**config.mk**
```make
export PLATFORM = sky130hd
export DESIGN_NAME = fbpa_cmd_fifo
export DESIGN_NICKNAME = d
export VERILOG_FILES = /design/src/design/fbpa_pkg.sv /design/src/design/fbpa_cmd_fifo.sv
export SDC_FILE = /design/constraint.sdc
export NUM_CORES = 1
export LEC_CHECK = 0
export ABC_AREA = 1
export BUFFER_PORTS_ARGS = -buffer_cell sky130_fd_sc_hd__buf_4
export CAP_MARGIN = 20
export CELL_PAD_IN_SITES_DETAIL_PLACEMENT = 1
export CELL_PAD_IN_SITES_GLOBAL_PLACEMENT = 1
export CORE_MARGIN = 1
export CORE_UTILIZATION = 40
export DETAILED_ROUTE_END_ITERATION = 12
export PLACE_DENSITY_LB_ADDON = 0.2
export SYNTH_ARGS = -nofsm -noshare
export SYNTH_HDL_FRONTEND = slang
export SYNTH_SLANG_ARGS = --single-unit
```
**constraint.sdc**
```tcl
create_clock -name clk_i -period 4 [get_ports clk_i]
set_input_delay 0.6 -clock clk_i [delete_from_list [all_inputs] [get_ports clk_i]]
set_output_delay 0.6 -clock clk_i [all_outputs]
set_load 0.005 [all_outputs]
```
**src/design/fbpa_pkg.sv**
```systemverilog
// Shared types, codes and color helpers for the framebuffer pixel access engine.
// No dependencies; every other design file except fbpa_ram imports this package.
package fbpa_pkg;

  typedef enum logic [1:0] {
    FUNC_WRITE = 2'd0,
    FUNC_XOR   = 2'd1,
    FUNC_READ  = 2'd2,
    FUNC_FILL  = 2'd3
  } func_e;

  localparam logic [2:0] FMT_4BPP  = 3'd0;
  localparam logic [2:0] FMT_8BPP  = 3'd1;
  localparam logic [2:0] FMT_16BPP = 3'd2;
  localparam logic [2:0] FMT_24BPP = 3'd3;
  localparam logic [2:0] FMT_32BPP = 3'd4;

  localparam int unsigned CFG_IDX_W = 8;
  localparam logic [CFG_IDX_W-1:0] REG_PIXEL_FORMAT = 8'd0;
  localparam logic [CFG_IDX_W-1:0] REG_LINE_PITCH   = 8'd1;
  localparam logic [CFG_IDX_W-1:0] REG_FRAME_WIDTH  = 8'd2;
  localparam logic [CFG_IDX_W-1:0] REG_FRAME_HEIGHT = 8'd3;

  // Widest byte address the front end produces: 12x15 product plus a 14-bit offset.
  localparam int unsigned ADDR_FULL_W = 28;

  typedef struct packed {
    func_e       func;
    logic [11:0] pos_x;
    logic [11:0] pos_y;
    logic [12:0] run_length;
    logic [31:0] pixel_color;
  } in_t;

  typedef struct packed {
    logic [31:0] read_color;
    logic        range_error;
  } out_t;

  typedef struct packed {
    logic [2:0]  pixel_format;
    logic [14:0] line_pitch;
    logic [12:0] frame_width;
    logic [12:0] frame_height;
  } cfg_t;

  typedef struct packed {
    func_e                  func;
    logic                   err;
    logic [ADDR_FULL_W-1:0] addr;
    logic                   nib;
    logic [12:0]            count;
    logic [31:0]            color;
  } cmd_t;

  function automatic logic [15:0] pack565(input logic [31:0] c);
    pack565 = {c[23:19], c[15:10], c[7:3]};
  endfunction

  function automatic logic [31:0] unpack565(input logic [15:0] w);
    unpack565 = {8'd0, w[15:11], 3'd0, w[10:5], 2'd0, w[4:0], 3'd0};
  endfunction

endpackage

```
**src/design/fbpa_cmd_fifo.sv**
```systemverilog
// Short command queue between the front end and the memory sequencer.
// Depends on fbpa_pkg.
module fbpa_cmd_fifo import fbpa_pkg::*; #(
  parameter int unsigned DEPTH = 2
) (
  input  logic clk_i,
  input  logic rst_ni,
  input  logic push_i,
  input  cmd_t data_i,
  output logic full_o,
  input  logic pop_i,
  output cmd_t data_o,
  output logic valid_o
);

  localparam int unsigned PW = (DEPTH > 1) ? $clog2(DEPTH) : 1;
  localparam int unsigned CW = $clog2(DEPTH + 1);

  cmd_t          mem_q [DEPTH];
  logic [PW-1:0] wr_ptr_q, rd_ptr_q;
  logic [CW-1:0] cnt_q;

  assign full_o  = (cnt_q == CW'(DEPTH));
  assign valid_o = (cnt_q != '0);
  assign data_o  = mem_q[rd_ptr_q];

  always_ff @(posedge clk_i or negedge rst_ni) begin
    if (!rst_ni) begin
      wr_ptr_q <= '0;
      rd_ptr_q <= '0;
      cnt_q    <= '0;
    end else begin
      if (push_i) begin
        wr_ptr_q <= (wr_ptr_q == PW'(DEPTH - 1)) ? '0 : wr_ptr_q + 1'b1;
      end
      if (pop_i) begin
        rd_ptr_q <= (rd_ptr_q == PW'(DEPTH - 1)) ? '0 : rd_ptr_q + 1'b1;
      end
      if (push_i && !pop_i) begin
        cnt_q <= cnt_q + 1'b1;
      end else if (pop_i && !push_i) begin
        cnt_q <= cnt_q - 1'b1;
      end
    end
  end

  always_ff @(posedge clk_i) begin
    if (push_i) begin
      mem_q[wr_ptr_q] <= data_i;
    end
  end

endmodule

```
After elaboration in Yosys (flattened, before gate mapping) --
Memories as Yosys holds them, arrays and structs flattened. Index checks and enable logic that the tools add are counted.
Storage, ports and cells: register bits after elaboration 4, bits in writable memories 154, output and inout port bits 79, memories kept 1
Memory list:
- mem_q | words 2, bits a word 77, rd ports 1, clocked after memory_dff 0, wr ports 1, line fbpa_cmd_fifo.sv:19 | cmd_t mem_q [DEPTH];
Operators by class: add/sub/neg operators 4, equality and inequality tests 1, muxes and demuxes 6, reductions and logical operators 6
Operator list (count):
- 1-bit 2-to-1 mux | 4
- 2-bit 2-to-1 mux | 2
- 2-bit nonzero test | 2
- 1-bit adder (second input constant) | 2
- 2-bit by 1-bit adder with 2-bit output (second input constant) | 1
- 2-bit equality test (second input constant) | 1
- 1-bit logical AND | 2
- 1-bit zero test | 2
- 2-bit by 1-bit subtractor with 2-bit output (second input constant) | 1

Longest topological paths before layout --
word-level depth 4, gate-level depth with buffers 7, mapped depth without buffers 7

Worst setup path before layout --
Ideal clock, no wire load.
path kind input -> register, from input port push_i, to memory mem_q[0][0] (netlist bit), enable pin, setup time 515 ps, arrival 3866 ps, required time 3485 ps, path slack -381 ps, cell stages on the path 2, cell sequence inv_1 nor2_1
Between the ends: word-level cells in the longest chain between the ends 2
RTL lines:
- from (decl) | line fbpa_cmd_fifo.sv:8 | input logic push_i,
- 1-bit 2-to-1 mux | line fbpa_cmd_fifo.sv:48 | if (push_i) begin
- 1-bit 2-to-1 mux (not written as such) | line fbpa_cmd_fifo.sv:49 | mem_q[wr_ptr_q] <= data_i;
- to (decl) | line fbpa_cmd_fifo.sv:19
Every way passes these cells.

==> flow_summary.json <==
{
  "run_status": "completed",
  "die_area_sq_um": 15100,
  "die_height_um": 123,
  "worst-endpoint-required_ns": 3.40,
  "grt_remaining_overflow": 0,
  "synth.lib_cells_used.distinct": 14,
  "placement.io_buffers": 159,
  "timing_max_transition_violations_final": 0,
  "final_min_period_over_clock_period_pct": 69.7,
  "multi_input_comb_area_sq_um": 1030,
  "synthTopCellsByCount": "edfxtp_1, mux2_2, mux2_4",
  "clk_path_buf_depth": 2,
  "p_per_area_nw_per_um2": 698,
  "cts_buffers": 17,
  "core_sq_um": 14000,
  "rsz0062_at_grt": "no",
  "yosysMostFrequentCell": "edfxtp_1",
  "first_global_vias": 3188,
  "area_of_all_sequential_standard_cells_sq_um": 4730,
  "p_leak_nw": 3.05,
  "crit_arrival_ns": 2.19,
  "ios": 160,
  "avgSynthCellArea_sq_um": 22.0,
  "fraction_of_layout_instances_using_a_drive_strength_above_1_pct": 59.7,
  "place.gp.congestion": 0.703,
  "synth_enable_flop_cells": 154,
  "detail_route.wl_per_cell_um": 17.6,
  "residual_drc": 0,
  "postRouteAntennaNets": 0,
  "synth_top_area_share_pct": 79.1,
  "cp_max_fanout": 46,
  "clk_transition_reported_paths_ns": 0.06,
  "layout_min_cycle_time_ns": 2.79,
  "yosys_warnings": 0,
  "path_class": "reg2out",
  "design_power_total_w": 0.00550,
  "drv.max_cap_violation_count": 0,
  "dr_total_vias": 2983,
  "grt_antenna_before_repair": 0,
  "dr.first_iter.drc_count": 155,
  "timing.slew.headroom_pct": 50.3,
  "rrSetupSlack_ns": 2.20,
  "root_buffer_cell": "clkbuf_16",
  "timing.clock.skew_ns": 0.00599,
  "post_synth_net_total": 347,
  "max_freq_mhz": 359,
  "synth_top_flop_cell": "edfxtp_1",
  "detail_route.vias_per_cell": 4.72,
  "area_growth_syn_to_layout_pct": 34.8,
  "post_synthesis_sequential_area_ratio_pct": 80.9,
  "peakVddDrop_mv": 0.382,
  "final_hold_viol_count": 0,
  "grt_first_pass_wirelength_um": 16600,
  "largest_net_degree_at_the_start_of_global_routing": 56,
  "tightestPinTransition_ns": 0.746,
  "mappedNetlistArea_sq_um": 5840,
  "timing.final.setup_violations": 0,
  "setup-tns-final_ns": 0,
  "postRouteWirelength_um": 11100,
  "filler_cell_count": 1261,
  "grt.total_usage_pct": 15.6,
  "final_net_count": 521,
  "n_antenna_cell": 0,
  "rows": 43,
  "cp-end-kind": "primary output",
  "async_flop_share_pct": 2.53,
  "min-delay-path-class": "in2reg",
  "hpwlAfterDp_um": 7290,
  "synth_top_area_cells": "edfxtp_1, mux2_2, mux2_4",
  "start_util_pct": 41.6,
  "cts.sinks": 158,
  "cts_tree": "done",
  "die_width_um": 123,
  "element_type_at_the_critical_path_start": "flip-flop",
  "synth_seq_cells": 158,
  "post_synth_inst_count": 265,
  "drt_pre_antenna_iters": 4,
  "htree_levels": 4,
  "yosysTopAreaCell": "edfxtp_1",
  "clock_insertion_delay_worst_skew_ns": 0.42
}
## where the power goes
part	total (W)	switching [W]	internal, W
clock network	0.00163	0.000587	0.00105
registers	0.00239	0.000191	0.00220
logic	0.00147	0.000576	0.000895
total	0.00550	0.00135	0.00414
## worst max-delay path, cell delays in order (launching register included)
cell and delay [ns]:
dfrtp_4 0.90, buf_12 0.30, mux2_2 0.38, buf_4 0.14
## area by class of cell
type                    instances  share of cell area (%)
clock inverters                 6                    1.37
well taps                     180                    2.86
clock buffers                  26                    6.34
inverters                       7                   0.349
multi-input cells              91                    13.1
repair buffers                164                    16.0
flip-flops and latches        158                    60.0
## cells in the final DEF (no fill, tap or decap), types with 2 or more instances in the layout
cell	netlist	final
buf_12	0	2
clkinv_2	0	3
mux2_4	20	20
nand2_1	6	6
clkbuf_8	0	4
clkbuf_16	0	17
edfxtp_1	154	154
xor2_1	2	2
clkbuf_1	0	5
mux2_2	57	57
bufinv_16	0	3
inv_1	7	6
dfrtp_1	4	3
buf_4	0	161
## sequential cells by signal (all words and copies together) (netlist names)
register	count
cnt_q	2
wr_ptr_q	1
mem_q	154
rd_ptr_q	1
## per-stage QoR
stage | cells | setup slack [ns] | cell area, sq um | hold slack, ns | util (%)
6_report | 632 | 1.21 | 7880 | 0.352 | 56.1
5_1_grt | 632 | 1.10 | 7880 | 0.333 | 56.1
4_1_cts | 632 | 1.16 | 7880 | 0.336 | 56.1
3_5_place_dp | 599 | 1.63 | 7260 | 0.400 | 51.7
3_3_place_gp | 598 | 1.56 | 7240 | 0.399 | 51.6
2_1_floorplan | 265 | 0.954 | 5850 | 0.304 | -
## kinds of logic after synthesis
logic type	share of synthesized area, %
flip-flops	80.9
multiplexers	16.1
buffers and inverters	1.65
AND/OR/NAND/NOR	0.707
XOR/XNOR	0.450
adder cells (fa/ha/maj)	0.214
## metal layers
metal | part of all wire [%] | up-vias | wire [um] | global-route usage [%]
met5 | 0 | - | 0 | 0
met4 | 1.7 | 0 | 194 | 6.17
met3 | 8.6 | 17 | 954 | 7.53
met2 | 50 | 117 | 5520 | 25.3
met1 | 40 | 1460 | 4430 | 17.6
li1 | - | 1389 | - | -
## timing repair
item / 4_1_cts / 5_1_grt
setup buffers: 0 / 0
hold buffers: 1 / 0
endpoints found under the hold margin: 4 / 0
resized for setup: 0 / 0
## path summary, 6_finish.rpt
check | start | endpoint | depth (start not counted)
max in group asynchronous | rst_ni | rd_ptr_q | 2
min reg2reg | cnt_q[1] | cnt_q[1] | 2
min | pop_i | rd_ptr_q | 2
min in group asynchronous | rst_ni | rd_ptr_q | 2
max | rd_ptr_q | data_o[60] | 3
max reg2reg | wr_ptr_q | mem_q[0][75] | 2
Power figures use the tool's default switching activity.
