File: src/design/fbpa_pkg.sv
// Shared types, codes and color helpers for the framebuffer pixel access engine.
// No dependencies; every other design file except fbpa_ram imports this package.
package fbpa_pkg;

  typedef enum logic [1:0] {
    FUNC_WRITE = 2'd0,
    FUNC_XOR   = 2'd1,
    FUNC_READ  = 2'd2,
    FUNC_FILL  = 2'd3
  } func_e;

  localparam logic [2:0] FMT_4BPP  = 3'd0;
  localparam logic [2:0] FMT_8BPP  = 3'd1;
  localparam logic [2:0] FMT_16BPP = 3'd2;
  localparam logic [2:0] FMT_24BPP = 3'd3;
  localparam logic [2:0] FMT_32BPP = 3'd4;

  localparam int unsigned CFG_IDX_W = 8;
  localparam logic [CFG_IDX_W-1:0] REG_PIXEL_FORMAT = 8'd0;
  localparam logic [CFG_IDX_W-1:0] REG_LINE_PITCH   = 8'd1;
  localparam logic [CFG_IDX_W-1:0] REG_FRAME_WIDTH  = 8'd2;
  localparam logic [CFG_IDX_W-1:0] REG_FRAME_HEIGHT = 8'd3;

  // Widest byte address the front end produces: 12x15 product plus a 14-bit offset.
  localparam int unsigned ADDR_FULL_W = 28;

  typedef struct packed {
    func_e       func;
    logic [11:0] pos_x;
    logic [11:0] pos_y;
    logic [12:0] run_length;
    logic [31:0] pixel_color;
  } in_t;

  typedef struct packed {
    logic [31:0] read_color;
    logic        range_error;
  } out_t;

  typedef struct packed {
    logic [2:0]  pixel_format;
    logic [14:0] line_pitch;
    logic [12:0] frame_width;
    logic [12:0] frame_height;
  } cfg_t;

  typedef struct packed {
    func_e                  func;
    logic                   err;
    logic [ADDR_FULL_W-1:0] addr;
    logic                   nib;
    logic [12:0]            count;
    logic [31:0]            color;
  } cmd_t;

  function automatic logic [15:0] pack565(input logic [31:0] c);
    pack565 = {c[23:19], c[15:10], c[7:3]};
  endfunction

  function automatic logic [31:0] unpack565(input logic [15:0] w);
    unpack565 = {8'd0, w[15:11], 3'd0, w[10:5], 2'd0, w[4:0], 3'd0};
  endfunction

endpackage

File: src/design/fbpa_front.sv
// Front end: takes request beats, checks bounds and computes the start byte address.
// Depends on fbpa_pkg.
module fbpa_front import fbpa_pkg::*; #(
  parameter int unsigned MAX_DIM = 4096
) (
  input  logic clk_i,
  input  logic rst_ni,
  input  cfg_t cfg_i,
  input  logic push_i,
  input  in_t  in_i,
  output logic full_o,
  output logic cmd_push_o,
  output cmd_t cmd_o,
  input  logic cmd_full_i
);

  localparam logic [13:0] MaxDim = 14'(MAX_DIM);

  in_t         st_q;
  logic        st_valid_q, st_valid_d;
  logic        accept;
  logic [13:0] wb, hb, xoff, xend;
  logic [26:0] base;

  assign cmd_push_o = st_valid_q && !cmd_full_i;
  assign full_o     = st_valid_q && cmd_full_i;
  assign accept     = push_i && !full_o;

  always_comb begin
    st_valid_d = st_valid_q;
    if (accept) begin
      st_valid_d = 1'b1;
    end else if (cmd_push_o) begin
      st_valid_d = 1'b0;
    end
  end

  always_ff @(posedge clk_i or negedge rst_ni) begin
    if (!rst_ni) begin
      st_valid_q <= 1'b0;
    end else begin
      st_valid_q <= st_valid_d;
    end
  end

  always_ff @(posedge clk_i) begin
    if (accept) begin
      st_q <= in_i;
    end
  end

  always_comb begin
    wb   = ({1'b0, cfg_i.frame_width} < MaxDim) ? {1'b0, cfg_i.frame_width} : MaxDim;
    hb   = ({1'b0, cfg_i.frame_height} < MaxDim) ? {1'b0, cfg_i.frame_height} : MaxDim;
    xend = 14'(st_q.pos_x) + 14'(st_q.run_length);
    case (cfg_i.pixel_format)
      FMT_4BPP:  xoff = 14'(st_q.pos_x >> 1);
      FMT_8BPP:  xoff = 14'(st_q.pos_x);
      FMT_16BPP: xoff = {1'b0, st_q.pos_x, 1'b0};
      FMT_24BPP: xoff = 14'(st_q.pos_x) + {1'b0, st_q.pos_x, 1'b0};
      default:   xoff = {st_q.pos_x, 2'b00};
    endcase
    base = 27'(st_q.pos_y) * 27'(cfg_i.line_pitch);

    cmd_o.func  = st_q.func;
    cmd_o.addr  = ADDR_FULL_W'(base) + ADDR_FULL_W'(xoff);
    cmd_o.nib   = st_q.pos_x[0];
    cmd_o.color = st_q.pixel_color;
    if (st_q.func == FUNC_FILL) begin
      cmd_o.err   = (14'(st_q.pos_y) >= hb) || (xend > wb);
      cmd_o.count = st_q.run_length;
    end else begin
      cmd_o.err   = (14'(st_q.pos_x) >= wb) || (14'(st_q.pos_y) >= hb);
      cmd_o.count = 13'd1;
    end
  end

endmodule

File: config.mk
export PLATFORM = sky130hd
export DESIGN_NAME = fbpa_front
export DESIGN_NICKNAME = d
export VERILOG_FILES = /design/src/design/fbpa_pkg.sv /design/src/design/fbpa_front.sv
export SDC_FILE = /design/constraint.sdc
export NUM_CORES = 1
export LEC_CHECK = 0
export BUFFER_PORTS_ARGS = -buffer_cell sky130_fd_sc_hd__buf_2
export CORE_MARGIN = 10
export CORE_UTILIZATION = 59
export CTS_CLUSTER_DIAMETER = 50
export DETAILED_ROUTE_END_ITERATION = 8
export PLACE_DENSITY = 0.91
export SYNTH_ARGS = -nofsm -noshare
export SYNTH_HDL_FRONTEND = slang
export SYNTH_SLANG_ARGS = --single-unit
export TNS_END_PERCENT = 10
File: constraint.sdc
create_clock -name clk_i -period 7.55 [get_ports clk_i]
set_input_delay 0.3775 -clock clk_i [delete_from_list [all_inputs] [get_ports clk_i]]
set_output_delay 0.3775 -clock clk_i [all_outputs]
set_load 0.05 [all_outputs]
# After elaboration in Yosys (flattened, before gate mapping)
# Cells that the tools add are included.
# totals
elab_cells	35
out_inout_bits	79
reg_bits	72
input_bits	119
# classes
order_cmp	5
n_reduce_logical	9
n_eq_ne	4
n_mul	1
mux	7
n_addsub	3
# op_table
cell	count
14-bit one-hot mux with 4 select lines	1
13-bit two-way mux	3
12-bit by 13-bit adder with 14-bit output	2
27-bit by 14-bit adder with 28-bit output	1
12-bit by 15-bit multiplier with 27-bit output	1
12-bit by 13-bit greater-or-equal comparator with 1-bit output	2
13-bit less-than comparator (second input constant)	2
14-bit by 13-bit greater-than comparator with 1-bit output	1
3-bit by 2-bit equality test with 1-bit output (second input constant)	2
3-bit by 1-bit equality test with 1-bit output (second input constant)	1
1-bit logical AND	3
3-bit zero test	1
1-bit two-way mux	3
2-bit equality test (second input constant)	1
1-bit zero test	2
1-bit logical OR	2
2-bit nonzero test	1

# Depth between registers and ports, before layout
# Gate-level depths: netlist of the first run.
# depth
ltp_word	5
mapped_depth	28
mapped_depth_nobuf	28

# Worst setup path after synthesis of the first run
# OpenSTA, ideal clock, no wires.
# synth_path
kind	register -> output
start	register st_q[58] (netlist bit)
end	output cmd_o[71] (netlist bit)
n_path_buf	0
setup_slack_ns	0.665
arrival_time_ns	6.507
required_ns	7.173
path_stages_with_launch	24
cell_sequence	edfxtp_1 ha_1 a211oi_1 nor2_1 o21ai_0 o21ai_0 a41oi_1 a21oi_1 nor3b_1 a211o_1 fa_1 inv_1 fa_1 fa_1 fa_1 inv_1 ha_1 a21oi_1 o21ai_0 a22oi_4 o21bai_4 o31ai_4 o31a_1 xnor2_1
# synth_lines
element	line	source
start, declared	fbpa_front.sv:19	in_t st_q;
start signal, assigned	fbpa_front.sv:48	st_q <= in_i;
end, declared	fbpa_front.sv:13	output cmd_t cmd_o,

==> results of run 1 <==
[metal layers]
layer / track usage, % / part of all wire, % / vias to the layer above
met3: 5.213 / 7.9 / 80
met5: 0 / 0.046 / -
met2: 42.18 / 51 / 373
li1: - / - / 4072
met4: 10.95 / 3.2 / 2
met1: 26.60 / 37 / 4314
[worst paths after layout]
check,end,cells after the start,startpoint,slack [ns]
hold reg to reg,st_valid_q,2,st_valid_q,0.70
max in group asynchronous,st_valid_q,2,rst_ni,7.11
min in group asynchronous,st_valid_q,2,rst_ni,0.36
setup / recovery,cmd_o[70],25,st_q[59],0.24
hold / removal,cmd_o[76],1,in_i[70],0.21
setup reg to reg,st_q[46],3,st_valid_q,5.27
[flip-flops by register name, summed over array words and instances, names as in the netlist]
| register | cells |
|---|---|
| st_valid_q | 1 |
| cmd_o | 35 |
| st_q | 36 |
[cells in the mapped netlist, types with 3 or more instances]
library cell,n
sky130_fd_sc_hd__a211oi_1,13
sky130_fd_sc_hd__ha_1,137
sky130_fd_sc_hd__o21ai_1,3
sky130_fd_sc_hd__a21boi_0,3
sky130_fd_sc_hd__o21bai_1,3
sky130_fd_sc_hd__o211ai_1,4
sky130_fd_sc_hd__mux2i_1,3
sky130_fd_sc_hd__a21o_1,20
sky130_fd_sc_hd__nand3_1,11
sky130_fd_sc_hd__or3_1,3
sky130_fd_sc_hd__edfxtp_1,71
sky130_fd_sc_hd__nand4_1,4
sky130_fd_sc_hd__nor2_1,28
sky130_fd_sc_hd__nand3b_1,4
sky130_fd_sc_hd__nand2b_1,23
sky130_fd_sc_hd__nor2b_1,15
sky130_fd_sc_hd__buf_4,35
sky130_fd_sc_hd__o21a_1,7
sky130_fd_sc_hd__o21ai_0,31
sky130_fd_sc_hd__inv_1,175
sky130_fd_sc_hd__xnor2_1,26
sky130_fd_sc_hd__clkbuf_1,38
sky130_fd_sc_hd__xor2_1,12
sky130_fd_sc_hd__fa_1,146
sky130_fd_sc_hd__a41oi_1,3
sky130_fd_sc_hd__nor3_1,8
sky130_fd_sc_hd__nand2_1,161
sky130_fd_sc_hd__and3_1,13
sky130_fd_sc_hd__o221ai_1,3
sky130_fd_sc_hd__mux2_2,4
sky130_fd_sc_hd__a21oi_1,56
sky130_fd_sc_hd__and2_1,56
sky130_fd_sc_hd__or2_2,5
[stage by stage]
stage / instances / TNS [ns] / hold WS, ns / cell area, um^2 / util [%]
2_1_floorplan: 1162 / 0 / 0.08191 / 11140 / -
3_3_place_gp: 1521 / 0 / 0.1544 / 12030 / 64.54
3_5_place_dp: 1521 / 0 / 0.1542 / 12030 / 64.54
4_1_cts: 1540 / 0 / 0.2068 / 12400 / 66.49
5_1_grt: 1549 / -0.1055 / 0.2077 / 12480 / 66.94
6_report: 1549 / 0 / 0.2146 / 12480 / 66.94
[cell type report]
cell class / count / area, um^2 / area share (%)
multi-input combinational: 842 / 7951 / 63.72
inverter: 175 / 656.9 / 5.264
clock inverter: 7 / 111.4 / 0.8923
clock buffer: 9 / 225.2 / 1.805
antenna: 2 / 5.005 / 0.04010
sequential: 72 / 2157 / 17.28
timing repair buffer: 208 / 1080 / 8.653
tap: 234 / 292.8 / 2.346
[logic make-up (layout without fill, tap and decap cells)]
| family | count (synthesis) | after routing | synth area share (%) |
|---|---|---|---|
| buffers and inverters | 248 | 399 | 9.533 |
| AO/OA/AOI/OAI | 175 | 175 | 10.81 |
| flip-flops | 72 | 72 | 19.36 |
| XOR/XNOR | 38 | 38 | 2.987 |
| AND/OR/NAND/NOR | 337 | 337 | 14.62 |
| adder cells (fa/ha/maj) | 283 | 283 | 41.61 |
| other | 0 | 2 | 0 |
| multiplexers | 9 | 9 | 1.078 |
[repair_timing]
item,4_1_cts,5_1_grt
hold endpoints to repair,1,0
pin swaps,0,1
hold buffers,1,0
setup buffers,2,7
cloned,0,0
gates resized for setup,1,11
setup endpoints to repair,1,6
==> impl_metrics.csv, run 1 <==
group,metric,value,unit
timing,worst_slew_margin_rel,33.48,%
yosys,number_of_enable_flip_flop_cells_after_synthesis,71,
finish,fraction_of_final_layout_cells_sized_beyond_drive_strength_1,19.27,%
min_path,min-delay-path-class,"in -> reg",
timing,finalHoldViolations,0,
global_routing,total_routing_usage_gr,23.75,%
die,core_area,18640,um^2
yosys,yosys-top-cells-area,"sky130_fd_sc_hd__fa_1 26%, sky130_fd_sc_hd__edfxtp_1 19%, sky130_fd_sc_hd__ha_1 15%",
yosys,synth_top_area_share,26.23,%
die,die-area,24780,um^2
yosys,post_synth.cell_area_avg,9.590,um^2
global_routing,antenna_found_initial,3,
yosys,synth.net_count,1564,
yosys,synthesis.yosys.warnings,0,
finish,final_nets,1710,
timing,post-route-min-period,7.306,ns
yosys,async_flop_share,1.389,%
finish,layout.filler_cells,1416,
timing,rsz0062_at_grt,"yes",
setup_path,cp.buffers_inverters,4,
setup_path,critPathLaunchType,"flop",
timing,timing.final.ws_setup,0.2436,ns
yosys,synth-main-ff-cell,"sky130_fd_sc_hd__edfxtp_1",
setup_path,worst_path_dominant_cell_family,"adder cells",
placed_design,port-buffer-count,197,
finish,layout_common_cells,"195 x sky130_fd_sc_hd__buf_2, 175 x sky130_fd_sc_hd__inv_1, 161 x sky130_fd_sc_hd__nand2_1",
timing,finalMaxSlewViolations,0,
clock_tree,clock_transition_at_path_regs,0.07,ns
clock_tree,cts_buffers,9,
run_status,run_status,"complete, no violations",
yosys,ys_types,63,
global_routing,globalRoute.totalOverflow,0,
finish,mostFrequentLayoutCell,"sky130_fd_sc_hd__buf_2",
setup_path,crit_arrival,6.93,ns
global_routing,grt_pass1_wl,47240,um
setup_path,crit_required,7.17,ns
setup_path,critPathCaptureType,"output pin",
timing,clock-skew-final,0.006718,ns
die,placementRows,50,
setup_path,critical_path_peak_fanout,7,
placed_design,placer_s_final_routability_congestion_estimate,0.9235,
routing,post-route-drc-count,0,
routing,routedWlPerCell,18.35,um
timing,setup_violating_endpoint_count_in_the_final_report,0,
clock_tree,cts_htree_levels,3,
routing,post_detailed_route_count_of_antenna_violating_nets,0,
routing,drt_wl_total,28420,um
routing,drtPass1Iterations,5,
placed_design,detailedPlacementHpwl,23810,um
setup_path,timing.setup.critical_path_class,"reg -> out",
yosys,postSynthCellCount,1162,
yosys,seq_area_frac_synth,19.36,%
finish,area_growth_syn_to_layout,11.99,%
setup_path,cp_common_cell,"sky130_fd_sc_hd__fa_1",
routing,detail_route.vias_per_cell,5.708,
global_routing,first_global_vias,9802,
setup_path,delay_of_the_slowest_cell_on_the_worst_path,0.55,ns
yosys,synth.ff_latch_count,72,
clock_tree,cts.sink_count,72,
placed_design,placement.setup.worst_slack,0.3090,ns
clock_tree,clock_latency,0.33,ns
clock_tree,cts_tree,"done",
timing,peak_clock_frequency_supported_by_timing,136.9,MHz
global_routing,grt_max_degree,40,
die,initial_utilization,59.77,%
setup_path,cp_slowest_cell,"sky130_fd_sc_hd__fa_1",
clock_tree,clockRootBuffer,"sky130_fd_sc_hd__clkbuf_16",
yosys,synthDominantAreaCellType,"sky130_fd_sc_hd__fa_1",
die,chipHeight,157.4,um
die,die_width,157.4,um
clock_tree,clk_path_buf_depth,2,
timing,layout_worst_path_cycle_share,96.77,%
yosys,syn_area,11140,um^2
routing,vias,8841,
run,maxCapViolations,0,
timing,worst_slew_pin_slew,0.9957,ns
die,io_pins,198,
routing,first_iter_violations,692,
Power of run 1 is left out: the tool's default activity adds up to more than one toggle a clock period on the data nets, which glitch-free logic cannot reach.
==> inputs of run 2 (changes only) <==
--- a/config.mk
+++ b/config.mk
@@ -6,11 +6,11 @@
 export NUM_CORES = 1
 export LEC_CHECK = 0
 export BUFFER_PORTS_ARGS = -buffer_cell sky130_fd_sc_hd__buf_2
-export CORE_MARGIN = 10
 export CORE_UTILIZATION = 59
 export CTS_CLUSTER_DIAMETER = 50
 export DETAILED_ROUTE_END_ITERATION = 8
 export PLACE_DENSITY = 0.91
+export SETUP_SLACK_MARGIN = 0.3
 export SYNTH_ARGS = -nofsm -noshare
 export SYNTH_HDL_FRONTEND = slang
 export SYNTH_SLANG_ARGS = --single-unit
==> run 2 against run 1 <==
Net effect: maximum frequency is 1.0% higher; count of clock-buffer cells in the layout unchanged; sequential share of layout area decreased by 0.34 points; largest cell class unchanged; global-route usage is 5.6 points higher; setup slack gained 0.074 ns; worst hold slack worse by 0.0084 ns; utilization grew 3.0 points; wire length is 1.2% lower; clock skew rose by 0.0024 ns; cell area increased by 2.0%.
==> impl_metrics.csv, run 2 (synthesized netlist as in run 1, its figures left out) <==
group,metric,value,unit
finish,fin_util,69.92,%
timing,peak_clock_frequency_supported_by_timing,138.3,MHz
die,core_area,18210,um^2
finish,layout.filler_cells,1281,
finish,final_nets,1723,
routing,first_iter_violations,714,
finish,mostFrequentLayoutCell,"sky130_fd_sc_hd__buf_2",
die,die_width,139.4,um
finish,fraction_of_final_layout_cells_sized_beyond_drive_strength_1,22.17,%
finish,area_growth_syn_to_layout,14.25,%
global_routing,first_global_vias,9638,
die,chipHeight,139.4,um
clock_tree,cts_htree_levels,3,
timing,post-route-min-period,7.233,ns
clock_tree,clock_transition_at_path_regs,0.07,ns
finish,total_area_of_multi_input_combinational_cells,8152,um^2
finish,layout_common_cells,"194 x sky130_fd_sc_hd__buf_2, 173 x sky130_fd_sc_hd__inv_1, 161 x sky130_fd_sc_hd__nand2_1",
setup_path,rrSetupSlack,5.37,ns
timing,clock-skew-final,0.009080,ns
routing,drtPass1Iterations,6,
timing,setup_violating_endpoint_count_in_the_final_report,0,
global_routing,grt_pass1_wl,44970,um
placed_design,placer_s_final_routability_congestion_estimate,0.9203,
setup_path,crit_arrival,6.86,ns
clock_tree,cts_buffers,9,
timing,rsz0062_at_grt,"yes",
clock_tree,cts_tree,"done",
placed_design,port-buffer-count,197,
timing,finalMaxSlewViolations,0,
setup_path,timing.setup.critical_path_class,"reg -> out",
setup_path,crit_required,7.17,ns
routing,post_detailed_route_count_of_antenna_violating_nets,0,
die,die-area,19440,um^2
run,maxCapViolations,0,
global_routing,grt_max_degree,52,
die,initial_utilization,61.20,%
clock_tree,clock_latency,0.34,ns
finish,register_with_the_most_flip_flops,"st_q",
timing,worst_slew_pin_slew,0.7156,ns
finish,max_ffs_per_register,36,
timing,finalHoldViolations,0,
routing,vias,9062,
routing,post-route-drc-count,0,
clock_tree,clk_path_buf_depth,2,
global_routing,globalRoute.totalOverflow,0,
timing,tightest_hold_margin,0.2062,ns
routing,drt_wl_total,28080,um
clock_tree,cts.sink_count,72,
finish,sequential_cell_area,2157,um^2
setup_path,critPathLaunchType,"flop",
timing,setup_tns,0,ns
clock_tree,clockRootBuffer,"sky130_fd_sc_hd__clkbuf_16",
die,io_pins,198,
routing,detail_route.vias_per_cell,5.813,
min_path,min-delay-path-class,"in -> reg",
setup_path,critical_path_peak_fanout,5,
global_routing,total_routing_usage_gr,29.36,%
routing,routedWlPerCell,18.01,um
global_routing,antenna_found_initial,4,
setup_path,critPathCaptureType,"output pin",
die,placementRows,49,
run_status,run_status,"complete, no violations",
timing,worst_slew_margin_rel,52.29,%
timing,layout_worst_path_cycle_share,95.80,%
placed_design,detailedPlacementHpwl,21920,um
## run 2: final cells by class
type | instances | share of cell area [%]
inverters | 175 | 5.160
clock buffers | 9 | 1.769
repair buffers | 221 | 9.268
diodes | 4 | 0.07862
well taps | 229 | 2.251
flip-flops and latches | 72 | 16.94
multi-input cells | 842 | 64.03
clock inverters | 7 | 0.5012
## run 2: repair_timing
item,CTS,global route
endpoints found under the setup margin,7,12
setup buffers,10,12
pin swaps,1,37
gates resized for setup,6,45
hold buffers,1,0
endpoints found under the hold margin,1,0
## run 2: per-layer routing
layer  share of wire [%]  track usage, %  up-vias  routed length (um)
li1                    -               -     4095                   -
met1                  37           34.28     4388               10460
met2                  52           53.08      480               14470
met3                 7.3           4.336       99                2039
met4                 4.0           13.68        0                1110
met5                   0               0        -                   0
## run 2: worst max-delay path, cell delays in order, from the launching register on
cell and delay (ns):
sky130_fd_sc_hd__edfxtp_1 0.44, sky130_fd_sc_hd__ha_2 0.24, sky130_fd_sc_hd__inv_1 0.07, sky130_fd_sc_hd__fa_2 0.39
sky130_fd_sc_hd__nor2b_1 0.16, sky130_fd_sc_hd__o21a_1 0.19, sky130_fd_sc_hd__o21ai_2 0.09, sky130_fd_sc_hd__a21oi_2 0.20
sky130_fd_sc_hd__buf_4 0.15, sky130_fd_sc_hd__nor3_2 0.04, sky130_fd_sc_hd__nor3_2 0.21, sky130_fd_sc_hd__a21oi_2 0.07
sky130_fd_sc_hd__fa_1 0.51, sky130_fd_sc_hd__fa_1 0.52, sky130_fd_sc_hd__inv_1 0.05, sky130_fd_sc_hd__fa_1 0.48
sky130_fd_sc_hd__fa_1 0.55, sky130_fd_sc_hd__inv_1 0.06, sky130_fd_sc_hd__ha_4 0.18, sky130_fd_sc_hd__or4_4 0.51
sky130_fd_sc_hd__o22a_4 0.24, sky130_fd_sc_hd__a22oi_4 0.23, sky130_fd_sc_hd__o21bai_4 0.12, sky130_fd_sc_hd__o31ai_4 0.29
sky130_fd_sc_hd__o31a_1 0.17, sky130_fd_sc_hd__xnor2_1 0.12, sky130_fd_sc_hd__buf_4 0.22
## run 2: path summary, 6_finish.rpt
check | from | endpoint | cells after the start
hold / removal | in_i[38] | st_q[38] | 1
max in group asynchronous | rst_ni | st_valid_q | 2
setup / recovery | st_q[58] | cmd_o[71] | 26
setup reg to reg | st_valid_q | cmd_o[14] | 3
hold reg to reg | st_valid_q | st_valid_q | 2
min in group asynchronous | rst_ni | st_valid_q | 2
## run 2: through the flow
stage | cells | setup WS, ns | cell area [um^2]
after global placement | 1516 | 0.4749 | 12030
after floorplan | 1162 | 0.6652 | 11140
after CTS | 1543 | 0.3170 | 12410
final | 1559 | 0.3174 | 12730
after global routing | 1559 | 0.1368 | 12730
after detailed placement | 1516 | 0.3251 | 12030
Power of run 2 is left out for the same reason.
